==> config.mk <==
export PLATFORM = sky130hd
export DESIGN_NAME = utf8_decoder_with_invalid_escape
export DESIGN_NICKNAME = d
export VERILOG_FILES = /design/src/rtl/core/u8d_pkg.sv /design/src/rtl/core/u8d_front.sv /design/src/rtl/core/u8d_fifo.sv /design/src/rtl/core/u8d_back.sv /design/src/rtl/core/utf8_decoder_with_invalid_escape.sv
export SDC_FILE = /design/constraint.sdc
export NUM_CORES = 1
export LEC_CHECK = 0
export BUFFER_PORTS_ARGS = -buffer_cell sky130_fd_sc_hd__buf_2
export CAP_MARGIN = 5
export CORE_MARGIN = 3
export CORE_UTILIZATION = 56
export DETAILED_ROUTE_END_ITERATION = 8
export GPL_ROUTABILITY_DRIVEN = 0
export HOLD_SLACK_MARGIN = 0.06
export MAX_ROUTING_LAYER = met4
export PLACE_DENSITY_LB_ADDON = 0.3
export SYNTH_ARGS = -nofsm -noshare
export SYNTH_HDL_FRONTEND = slang
export SYNTH_SLANG_ARGS = --single-unit
==> constraint.sdc <==
create_clock -name clk_i -period 3.65 [get_ports clk_i]
set_input_delay 0.5475 -clock clk_i [delete_from_list [all_inputs] [get_ports clk_i]]
set_output_delay 0.5475 -clock clk_i [all_outputs]
set_load 0.01 [all_outputs]
==> src/rtl/core/u8d_pkg.sv <==
// shared types and constants of the utf-8 decoder
package u8d_pkg;

  localparam int unsigned U8D_MAX_RES    = 3;
  localparam int unsigned U8D_FIFO_DEPTH = 4;

  localparam logic [15:0] ESC_BASE  = 16'hDC00;
  localparam logic [15:0] ESC_LEAD3 = 16'hDCE0;
  localparam logic [15:0] ESC_CONT  = 16'hDC80;
  localparam logic [15:0] ESC_LEAD2 = 16'hDCC0;

  typedef struct packed {
    logic [1:0]                         cnt;
    logic [U8D_MAX_RES-1:0][15:0]       cp;
    logic [U8D_MAX_RES-1:0]             inv;
  } res_bundle_t;

endpackage

==> src/rtl/core/u8d_front.sv <==
// front end: classifies each byte, tracks the sequence state, builds the result bundle
module u8d_front import u8d_pkg::*; (
  input  logic        clk_i,
  input  logic        rst_ni,
  input  logic        accept_i,
  input  logic [7:0]  in_byte_i,
  output logic        push_o,
  output res_bundle_t bundle_o
);

  logic [1:0]  awaited_q, awaited_d;
  logic [1:0]  seen_q, seen_d;
  logic [15:0] partial_q, partial_d;
  logic        lead3_q, lead3_d;

  logic [1:0]  fl_cnt, slot, aw_dec;
  logic [15:0] fl_cp0, fl_cp1, cont_part, own_cp;
  logic        use_flush, own_v, own_inv;

  assign aw_dec    = awaited_q - 2'd1;
  assign cont_part = {partial_q[9:0], in_byte_i[5:0]};

  // escapes of an unfinished sequence
  always_comb begin
    fl_cnt = 2'd0;
    fl_cp0 = ESC_LEAD3 | {6'b0, partial_q[15:6]};
    fl_cp1 = ESC_CONT | {10'b0, partial_q[5:0]};
    if (awaited_q != 2'd0) begin
      if (seen_q >= 2'd2) begin
        fl_cnt = 2'd2;
      end else if (seen_q == 2'd1) begin
        fl_cnt = 2'd1;
        fl_cp0 = lead3_q ? (ESC_LEAD3 | {12'b0, partial_q[3:0]})
                         : (ESC_LEAD2 | {11'b0, partial_q[4:0]});
      end
    end
  end

  always_comb begin
    awaited_d = awaited_q;
    seen_d    = seen_q;
    partial_d = partial_q;
    lead3_d   = lead3_q;
    use_flush = 1'b0;
    own_v     = 1'b0;
    own_cp    = ESC_BASE | {8'h00, in_byte_i};
    own_inv   = 1'b1;
    case (in_byte_i) inside
      [8'h00:8'h7F]: begin
        use_flush = 1'b1;
        awaited_d = 2'd0;
        own_v     = 1'b1;
        own_cp    = {8'h00, in_byte_i};
        own_inv   = 1'b0;
      end
      [8'h80:8'hBF]: begin
        if (awaited_q == 2'd0) begin
          seen_d = 2'd0;
          own_v  = 1'b1;
        end else begin
          awaited_d = aw_dec;
          seen_d    = seen_q + 2'd1;
          partial_d = cont_part;
          if (aw_dec == 2'd0) begin
            own_v   = 1'b1;
            own_cp  = cont_part;
            own_inv = 1'b0;
          end
        end
      end
      [8'hC0:8'hDF]: begin
        use_flush = 1'b1;
        awaited_d = 2'd1;
        seen_d    = 2'd1;
        partial_d = {11'b0, in_byte_i[4:0]};
        lead3_d   = 1'b0;
      end
      [8'hE0:8'hEF]: begin
        use_flush = 1'b1;
        awaited_d = 2'd2;
        seen_d    = 2'd1;
        partial_d = {12'b0, in_byte_i[3:0]};
        lead3_d   = 1'b1;
      end
      default: begin
        use_flush = 1'b1;
        awaited_d = 2'd0;
        own_v     = 1'b1;
      end
    endcase
  end

  // pack flush escapes first, then the byte's own result
  always_comb begin
    bundle_o = '0;
    slot     = use_flush ? fl_cnt : 2'd0;
    if (use_flush) begin
      bundle_o.cp[0]  = fl_cp0;
      bundle_o.cp[1]  = fl_cp1;
      bundle_o.inv[0] = 1'b1;
      bundle_o.inv[1] = 1'b1;
    end
    if (own_v) begin
      bundle_o.cp[slot]  = own_cp;
      bundle_o.inv[slot] = own_inv;
    end
    bundle_o.cnt = slot + {1'b0, own_v};
  end

  assign push_o = accept_i && (bundle_o.cnt != 2'd0);

  always_ff @(posedge clk_i or negedge rst_ni) begin
    if (!rst_ni) begin
      awaited_q <= 2'd0;
      seen_q    <= 2'd0;
      partial_q <= 16'd0;
      lead3_q   <= 1'b0;
    end else if (accept_i) begin
      awaited_q <= awaited_d;
      seen_q    <= seen_d;
      partial_q <= partial_d;
      lead3_q   <= lead3_d;
    end
  end

endmodule

==> src/rtl/core/u8d_fifo.sv <==
// bundle queue between front end and output sequencer
module u8d_fifo import u8d_pkg::*; #(
  parameter int unsigned Depth = U8D_FIFO_DEPTH
) (
  input  logic        clk_i,
  input  logic        rst_ni,
  input  logic        push_i,
  input  res_bundle_t wdata_i,
  output logic        full_o,
  output logic        valid_o,
  output res_bundle_t rdata_o,
  input  logic        pop_i
);

  localparam int unsigned PtrW = (Depth > 1) ? $clog2(Depth) : 1;
  localparam int unsigned CntW = $clog2(Depth + 1);

  res_bundle_t     mem_q [Depth];
  logic [PtrW-1:0] wr_ptr_q, rd_ptr_q;
  logic [CntW-1:0] cnt_q;

  assign full_o  = (cnt_q == CntW'(Depth));
  assign valid_o = (cnt_q != '0);
  assign rdata_o = mem_q[rd_ptr_q];

  always_ff @(posedge clk_i) begin
    if (push_i) begin
      mem_q[wr_ptr_q] <= wdata_i;
    end
  end

  always_ff @(posedge clk_i or negedge rst_ni) begin
    if (!rst_ni) begin
      wr_ptr_q <= '0;
      rd_ptr_q <= '0;
      cnt_q    <= '0;
    end else begin
      if (push_i) begin
        wr_ptr_q <= (wr_ptr_q == PtrW'(Depth - 1)) ? '0 : wr_ptr_q + 1'b1;
      end
      if (pop_i) begin
        rd_ptr_q <= (rd_ptr_q == PtrW'(Depth - 1)) ? '0 : rd_ptr_q + 1'b1;
      end
      if (push_i && !pop_i) begin
        cnt_q <= cnt_q + 1'b1;
      end else if (pop_i && !push_i) begin
        cnt_q <= cnt_q - 1'b1;
      end
    end
  end

  a_cnt_bound: assert property (@(posedge clk_i) disable iff (!rst_ni)
    cnt_q <= CntW'(Depth))
    else $error("queue count above depth");

  a_empty_ptrs: assert property (@(posedge clk_i) disable iff (!rst_ni)
    (cnt_q == '0) |-> (wr_ptr_q == rd_ptr_q))
    else $error("empty queue with unequal pointers");

endmodule

==> src/rtl/core/u8d_back.sv <==
// output sequencer: walks the results of the head bundle one per cycle while the output is not stalled
module u8d_back import u8d_pkg::*; (
  input  logic        clk_i,
  input  logic        rst_ni,
  input  logic        head_valid_i,
  input  res_bundle_t head_i,
  output logic        pop_o,
  output logic        out_valid_o,
  input  logic        out_stall_i,
  output logic [15:0] code_point_o,
  output logic        is_invalid_o,
  output logic        is_last_o
);

  logic [1:0] idx_q;
  logic       take;

  assign out_valid_o  = head_valid_i;
  assign code_point_o = head_i.cp[idx_q];
  assign is_invalid_o = head_i.inv[idx_q];
  assign is_last_o    = (idx_q == head_i.cnt - 2'd1);
  assign take         = out_valid_o && !out_stall_i;
  assign pop_o        = take && is_last_o;

  always_ff @(posedge clk_i or negedge rst_ni) begin
    if (!rst_ni) begin
      idx_q <= 2'd0;
    end else if (take) begin
      idx_q <= is_last_o ? 2'd0 : idx_q + 2'd1;
    end
  end

  a_idx_in_bundle: assert property (@(posedge clk_i) disable iff (!rst_ni)
    out_valid_o |-> (idx_q < head_i.cnt))
    else $error("result index beyond bundle");

  a_no_empty_bundle: assert property (@(posedge clk_i) disable iff (!rst_ni)
    out_valid_o |-> (head_i.cnt != 2'd0))
    else $error("empty bundle in queue");

endmodule

==> src/rtl/core/utf8_decoder_with_invalid_escape.sv <==
// top level of the utf-8 decoder with escaping of invalid bytes
// with the queue empty, the first result of a byte is offered in the cycle after the byte is accepted
// throughput: one byte per cycle while the queue is not full; the k results of a byte are offered in turn
// a FifoDepth-entry bundle queue absorbs flushes; input stalls only when it is full
// reset clears sequence state, queue pointers and the result index; queue data is not reset
module utf8_decoder_with_invalid_escape import u8d_pkg::*; #(
  parameter int unsigned FifoDepth = U8D_FIFO_DEPTH
) (
  input  logic        clk_i,
  input  logic        rst_ni,
  input  logic        in_valid_i,
  output logic        in_stall_o,
  input  logic [7:0]  in_byte_i,
  output logic        out_valid_o,
  input  logic        out_stall_i,
  output logic [15:0] code_point_o,
  output logic        is_invalid_o,
  output logic        is_last_o
);

  logic        accept, push, full, head_valid, pop;
  res_bundle_t wbundle, head;

  assign in_stall_o = full;
  assign accept     = in_valid_i && !in_stall_o;

  u8d_front u_front (
    .clk_i     (clk_i),
    .rst_ni    (rst_ni),
    .accept_i  (accept),
    .in_byte_i (in_byte_i),
    .push_o    (push),
    .bundle_o  (wbundle)
  );

  u8d_fifo #(
    .Depth (FifoDepth)
  ) u_fifo (
    .clk_i   (clk_i),
    .rst_ni  (rst_ni),
    .push_i  (push),
    .wdata_i (wbundle),
    .full_o  (full),
    .valid_o (head_valid),
    .rdata_o (head),
    .pop_i   (pop)
  );

  u8d_back u_back (
    .clk_i        (clk_i),
    .rst_ni       (rst_ni),
    .head_valid_i (head_valid),
    .head_i       (head),
    .pop_o        (pop),
    .out_valid_o  (out_valid_o),
    .out_stall_i  (out_stall_i),
    .code_point_o (code_point_o),
    .is_invalid_o (is_invalid_o),
    .is_last_o    (is_last_o)
  );

endmodule
* Word-level counts from Yosys, hierarchy flattened
Memory sizes are Yosys's and may differ from the RTL's.
Cells that the tools add are included.
Widths: inputs -> output; s select.
** Storage, ports and cells
- Register bits after elaboration :: 30
- Memory bits (writable) :: 212
- Output and inout port bits :: 20
- Logic and storage cells :: 125
- Memories kept :: 1
** Memories
- u_fifo.mem_q :: depth 4, bits a word 53, rd ports 1, clocked after memory_dff 0, write ports 1, line u8d_fifo.sv:18 : res_bundle_t mem_q [Depth];
** Operators by class
- Add/sub/neg operators :: 9
- $lt $le $gt $ge :: 12
- Eq/ne operators :: 7
- Muxes and demuxes :: 59
- Bitwise gates (word level) :: 2
- Reductions and logical operators :: 27
** Operator list (number)
- $mux 16 :: 13
- $mux 51 :: 1
- $bwmux 48 :: 1
- $bmux 16 s2 :: 1
- $demux 16 s2 :: 1
- $mux 2 :: 16
- $mux 32 :: 1
- $ge 8x8->1 const B :: 3
- $le 8x8->1 const B :: 3
- $mux 1 :: 19
- $logic_and 1x1->1 :: 11
- $add 2x1->2 const B :: 4
- $ge 8x1->1 const B :: 1
- $le 8x7->1 const B :: 1
- $reduce_and 4->1 :: 2
- $reduce_bool 2->1 :: 4
- $lt 2x3->1 const B :: 2
- $mux 3 :: 2
- $mux 6 :: 1
- $reduce_bool 3->1 :: 2
- $eq 2x2->1 const B :: 2
- $logic_not 1->1 :: 4
- $logic_not 2->1 :: 2
- $sub 2x1->2 const B :: 2
- other kinds (16) :: 17

* Logic depth before layout (Yosys ltp)
- Word-level depth :: 13
- Mapped depth :: 14

* Modules after synthesis
A second synthesis with hierarchy kept.
** Unflattened totals
- Cells, all modules :: 593
- Area, all modules :: 10288.6 um^2
** Modules (own cells, without submodules)
- u8d_fifo :: times used 1, cells an instance 314, area an instance 8134.1 um^2, seq. area each 6541.3 um^2
- u8d_front :: times used 1, cells an instance 203, area an instance 1629.1 um^2, seq. area each 450.4 um^2
- u8d_back :: times used 1, cells an instance 75, area an instance 511.7 um^2, seq. area each 50.0 um^2
- utf8_decoder_with_invalid_escape :: times used 1, cells an instance 1, area an instance 13.8 um^2, seq. area each 0.0 um^2

* Worst setup path after synthesis
No wires, ideal clock.
- Kind :: input-to-reg
- Start :: in in_byte_i[6]
- End :: mem u_fifo.mem_q[1][0] (netlist bit) (enable)
- Arrival time :: 3.600 ns
- Path slack :: -0.366 ns
- Stages :: 8
- Buffers on the path :: 2
- Path through :: buf_2 nand2b_1 clkbuf_1 and3_1 ha_1 or4_4 a31oi_4 and2_1
** On the way
- Word-level cells in the longest chain between the ends :: 11
- Elaborated cells on any way between the ends :: 24
- Those cells by class :: 1 x add/sub; 8 x order compare; 9 x mux; 6 x reduce/logical
** Ends and longest elaborated chain
- start, declared :: line utf8_decoder_with_invalid_escape.sv:13 : input logic [7:0] in_byte_i,
- $ge 8x8->1 (no line) or $le 8x8->1 (tied branches)
- $logic_and 1x1->1 (no line)
- $mux 1 (4 in a row) :: line u8d_front.sv:48 : case (in_byte_i) inside
- $add 2x1->2 (*) :: line u8d_front.sv:107 : bundle_o.cnt = slot + {1'b0, own_v};
- $reduce_bool 2->1 (*) :: line u8d_front.sv:110 : assign push_o = accept_i && (bundle_o.cnt != 2'd0);
- $logic_and 1x1->1 (*) :: line u8d_front.sv:110
- via push :: line utf8_decoder_with_invalid_escape.sv:21 : logic accept, push, full, head_valid, pop;
- $mux 1 (*) :: line u8d_fifo.sv:27 : if (push_i) begin
- $mux 1 (not written as such) (*) :: line u8d_fifo.sv:28 : mem_q[wr_ptr_q] <= wdata_i;
- end, declared :: line u8d_fifo.sv:18
The timed path passes the listed nets; every way through them passes the cells marked *.

* Worst setup path after layout
- Start :: reg u_front.awaited_q[0]
- End :: reg u_fifo.cnt_q[2]
** On the way
- Word-level cells in the longest chain between the ends :: 12
- Elaborated cells on any way between the ends :: 18
- Those cells by class :: 2 x add/sub; 7 x mux; 9 x reduce/logical
** Ends and longest elaborated chain
- start, declared :: line u8d_front.sv:11 : logic [1:0] awaited_q, awaited_d;
- start signal, assigned :: line u8d_front.sv:119 : awaited_q <= awaited_d;
- $sub 2x1->2 :: line u8d_front.sv:20 : assign aw_dec = awaited_q - 2'd1;
- $logic_not 2->1 :: line u8d_front.sv:64 : if (aw_dec == 2'd0) begin
- $mux 1 :: line u8d_front.sv:64
- $mux 1 :: line u8d_front.sv:57 : if (awaited_q == 2'd0) begin
- $mux 1 (2 in a row) :: line u8d_front.sv:48
- $add 2x1->2 (*) :: line u8d_front.sv:107
- $reduce_bool 2->1 (*) :: line u8d_front.sv:110
- $logic_and 1x1->1 (*) :: line u8d_front.sv:110
- via push :: line utf8_decoder_with_invalid_escape.sv:21
- $logic_not 1->1 :: line u8d_fifo.sv:46 : end else if (pop_i && !push_i) begin
- $logic_and 1x1->1 :: line u8d_fifo.sv:46
- $reduce_bool 2->1 (no line)
- end signal, assigned :: line u8d_fifo.sv:45 : cnt_q <= cnt_q + 1'b1;
- end signal, assigned :: line u8d_fifo.sv:47 : cnt_q <= cnt_q - 1'b1;
- end, declared :: line u8d_fifo.sv:20 : logic [CntW-1:0] cnt_q;
Marked as above.
A chain may end at the register's enable or synchronous reset.

==> flow_summary_export.csv <==
group,metric,value,unit
status,status,"completed",
cts,postCtsSetupBuffers,0,
worst_setup_path,arrival,3820,ps
synth,synth_most_common_cell,"edfxtp_1",
worst_hold_path,hold_class,"input port to async pin",
global_route,overflow,0,
worst_setup_path,crit_buf_inv,2,
global_route,grt_pass1_wl,34000,um
die,initial_core_util,0.573,
worst_setup_path,path_class,"flop to flop",
pwr,p_leak,4.29,nW
synth,async_flop_share,0.113,
sta,finalCritPeriodShare,0.928,
global_route,antenna_found_initial,0,
flow_run,cap_viol_max_count,0,
sta,final-hold-violation-count,0,
cts,clk_latency,500,ps
worst_setup_path,cpMostUsedCell,"ha_1",
synth,synthCells,599,
worst_setup_path,critPathRequiredTime,4080,ps
cts,cts_buffer_depth,3,
cts,clkTransAtPathRegs,60,ps
sta,worst_slew_pin_slew,935,ps
placement,port_buffers,31,
worst_setup_path,crit_path_end_kind,"flop",
cells_and_area,diodes,0,
sta,maxSlewViolCount,0,
synth,synth.avg_cell_area,17.3,um2
cells_and_area,final_nets,693,
cts,ctsHoldBuffers,0,
synth,synth_edf_count,212,
sta,fin_crit,3390,ps
routing,drc_errors,0,
global_route,grt_usage,0.228,
sta,finalSetupTns,0,ps
die,dieHeight,142,um
cts,cts_tree,"yes",
placement,post-dp-hpwl,13600,um
cts,cts_root_buf,"clkbuf_16",
placement,dpl.cell_count,870,
cts,cts_num_sinks,239,
worst_setup_path,crit_slowest_cell,"or4_4",
routing,drt_iter0_drc,507,
synth,synth_cell_type_count,57,
worst_setup_path,cp_max_fo,6,
cells_and_area,syn_to_final_growth,13.7,%
die,die_area,0.0202,mm2
pwr,p_total,9.93,mW
die,fp.dieW,142,um
routing,ant_nets,0,
worst_setup_path,crit_path_start_kind,"flop",
placement,pre_cts_slack,295,ps
sta,grt_setup_unrepaired,"false",
synth,ys_seq_elements,239,
synth,netlist_top_cells_area,"edfxtp_1, mux4_2, dfrtp_1, mux2i_1, ha_1",
worst_setup_path,slowest_delay,540,ps
synth,synth_ff_type,"edfxtp_1",
sta,fmax,0.295,GHz
pwr,ir_drop,0.000481,V
global_route,grt_max_degree,54,
worst_setup_path,cp_cell_sequence,"inv_1, ha_1, nor3_1, o21ai_2, ha_1, or4_4, a31oi_4, ha_1, inv_1, fa_1, xor2_1, nor2_1, xor2_1",
sta,layout_setup_ws,261,ps
die,rows,49,
routing,first_pass_iters,5,
synth,synth_top_cell_by_area,"edfxtp_1",
cells_and_area,fillCellCount,1234,
cells_and_area,layout-drive-gt1-share,0.251,
cts,postCtsResizedCells,0,
cts,numCtsBuffers,24,
sta,final-setup-viol-count,0,
synth,yosysSeqAreaShare,0.680,
worst_setup_path,cp_top_family,"adder cells",
die,io_pins,32,
cts,cts.htree.levels,1,
global_route,grt_pass1_vias,5892,
cells_and_area,utilization,0.651,
sta,slew-limit-headroom,0.375,
pwr,p_per_area,843,mW/mm2
synth,ys_top_cells_by_count,"edfxtp_1, mux4_2, inv_1",
synth,syn-cell-area,0.0104,mm2
synth,synth_top_area_share,0.614,
synth,ys.warnings.count,0,
routing,viasPerCell,6.14,
cells_and_area,finalNonFillerCells,913,
sta,fin_skew,8.36,ps
routing,routedWlPerCell,23.6,um
routing,wirelength,21600,um
die,coreArea,0.0181,mm2
routing,num_vias,5608,
[cell usage in the layout (no fill, tap or decap), types with 3 or more instances in the layout]
cell       synthesis  layout
ha_1              13      13
a21oi_1           15      15
clkinv_1           2       6
xor2_1             3       3
and2_1            10       6
inv_1             37      37
nor3_1             6       6
nand3_1            4       4
nand2_1           20      20
buf_2             14      31
o22ai_1           18      18
conb_1             1      24
dfrtp_1           27      25
edfxtp_1         212     212
buf_12             0       6
clkbuf_16          0      25
mux4_2            53      53
nor2_1            12      12
nor2b_1            5       5
a22o_1             5       5
mux2i_1           31      31
mux2_2            14      14
and2_2             0       4
buf_4              3      18
clkbuf_1          15       8
o21bai_1           7       7
and3_1             3       3
o21ai_0           16      16
o311a_1            7       7
bufinv_16          0       3
a32o_1             3       3
[logic make-up (layout without fill, tap and decap cells)]
logic type      count (synthesis)  after routing  synth area share
compound gates                 89             89            0.0610
xor+xnor                        6              6           0.00580
fa+ha+maj                      14             14            0.0176
buf+inv                        75            137            0.0307
flops                         239            239             0.680
mux                           100            100             0.163
other cells                     1             24          0.000362
simple gates                   75             75            0.0418
[worst reg2reg max path, stage by stage (launching register included)]
cell and delay [ps]:
dfrtp_1 430, inv_1 90, ha_1 280, nor3_1 260, o21ai_2 140, ha_1 230
or4_4 540, a31oi_4 230, ha_1 220, inv_1 60, fa_1 370, xor2_1 180
nor2_1 130, xor2_1 160
[state kept, by name (all words and copies together), names as in the netlist]
| register | count |
|---|---|
| u_front.partial_q | 13 |
| u_front.seen_q | 2 |
| u_front.lead3_q | 1 |
| u_fifo.cnt_q | 3 |
| u_fifo.mem_q | 212 |
| u_back.idx_q | 2 |
| u_fifo.wr_ptr_q | 2 |
| u_front.awaited_q | 2 |
| u_fifo.rd_ptr_q | 2 |
[where the power goes]
| group | total [mW] | switching (mW) | internal (mW) | leakage (nW) |
|---|---|---|---|---|
| Clock | 2.45 | 0.949 | 1.50 | 0.384 |
| Combinational | 3.28 | 1.89 | 1.40 | 1.62 |
| Sequential | 4.19 | 0.307 | 3.89 | 2.28 |
| Total | 9.93 | 3.14 | 6.78 | 4.29 |
[layer usage]
metal,global-route usage,vias to the layer above,share of wire
met1,0.302,2849,0.39
met5,-,-,0
met2,0.364,234,0.50
met4,0.0631,0,0.030
met3,0.0474,46,0.076
li1,-,2479,-
[final timing paths]
| kind | start | endpoint | slack (ps) | depth (start not counted) |
|---|---|---|---|---|
| worst max-delay path | u_front.awaited_q[0]$_DFFE_PN0P_ | u_fifo.cnt_q[2]$_DFFE_PN0P_ | 260 | 13 |
| worst max register to register | u_front.awaited_q[0]$_DFFE_PN0P_ | u_fifo.cnt_q[2]$_DFFE_PN0P_ | 260 | 13 |
| max in group asynchronous | rst_ni | u_fifo.rd_ptr_q[0]$_DFFE_PN0P_ | 3080 | 1 |
| worst min register to register | u_fifo.cnt_q[2]$_DFFE_PN0P_ | u_fifo.cnt_q[2]$_DFFE_PN0P_ | 500 | 1 |
| min in group clk_i | in_byte_i[2] | u_front.partial_q[2]$_DFFE_PN0P_ | 340 | 2 |
| worst min-delay path | rst_ni | u_front.awaited_q[1]$_DFFE_PN0P_ | 70 | 1 |
[through the flow]
step	hold WS [ps]	cell area (um2)
2_1_floorplan	252	10500
3_3_place_gp	472	11000
3_5_place_dp	495	11000
4_1_cts	98.6	11800
5_1_grt	117	11800
6_report	74.4	11800
[cell type report]
class / instances / area (um2) / share of cell area
Sequential cell: 239 / 7050 / 0.598
Multi-Input combinational cell: 308 / 3090 / 0.263
Clock buffer: 35 / 683 / 0.0580
Timing Repair Buffer: 55 / 410 / 0.0348
Tap cell: 229 / 287 / 0.0243
Inverter: 39 / 146 / 0.0124
Clock inverter: 8 / 110 / 0.00935
Power figures use the tool's default switching activity.
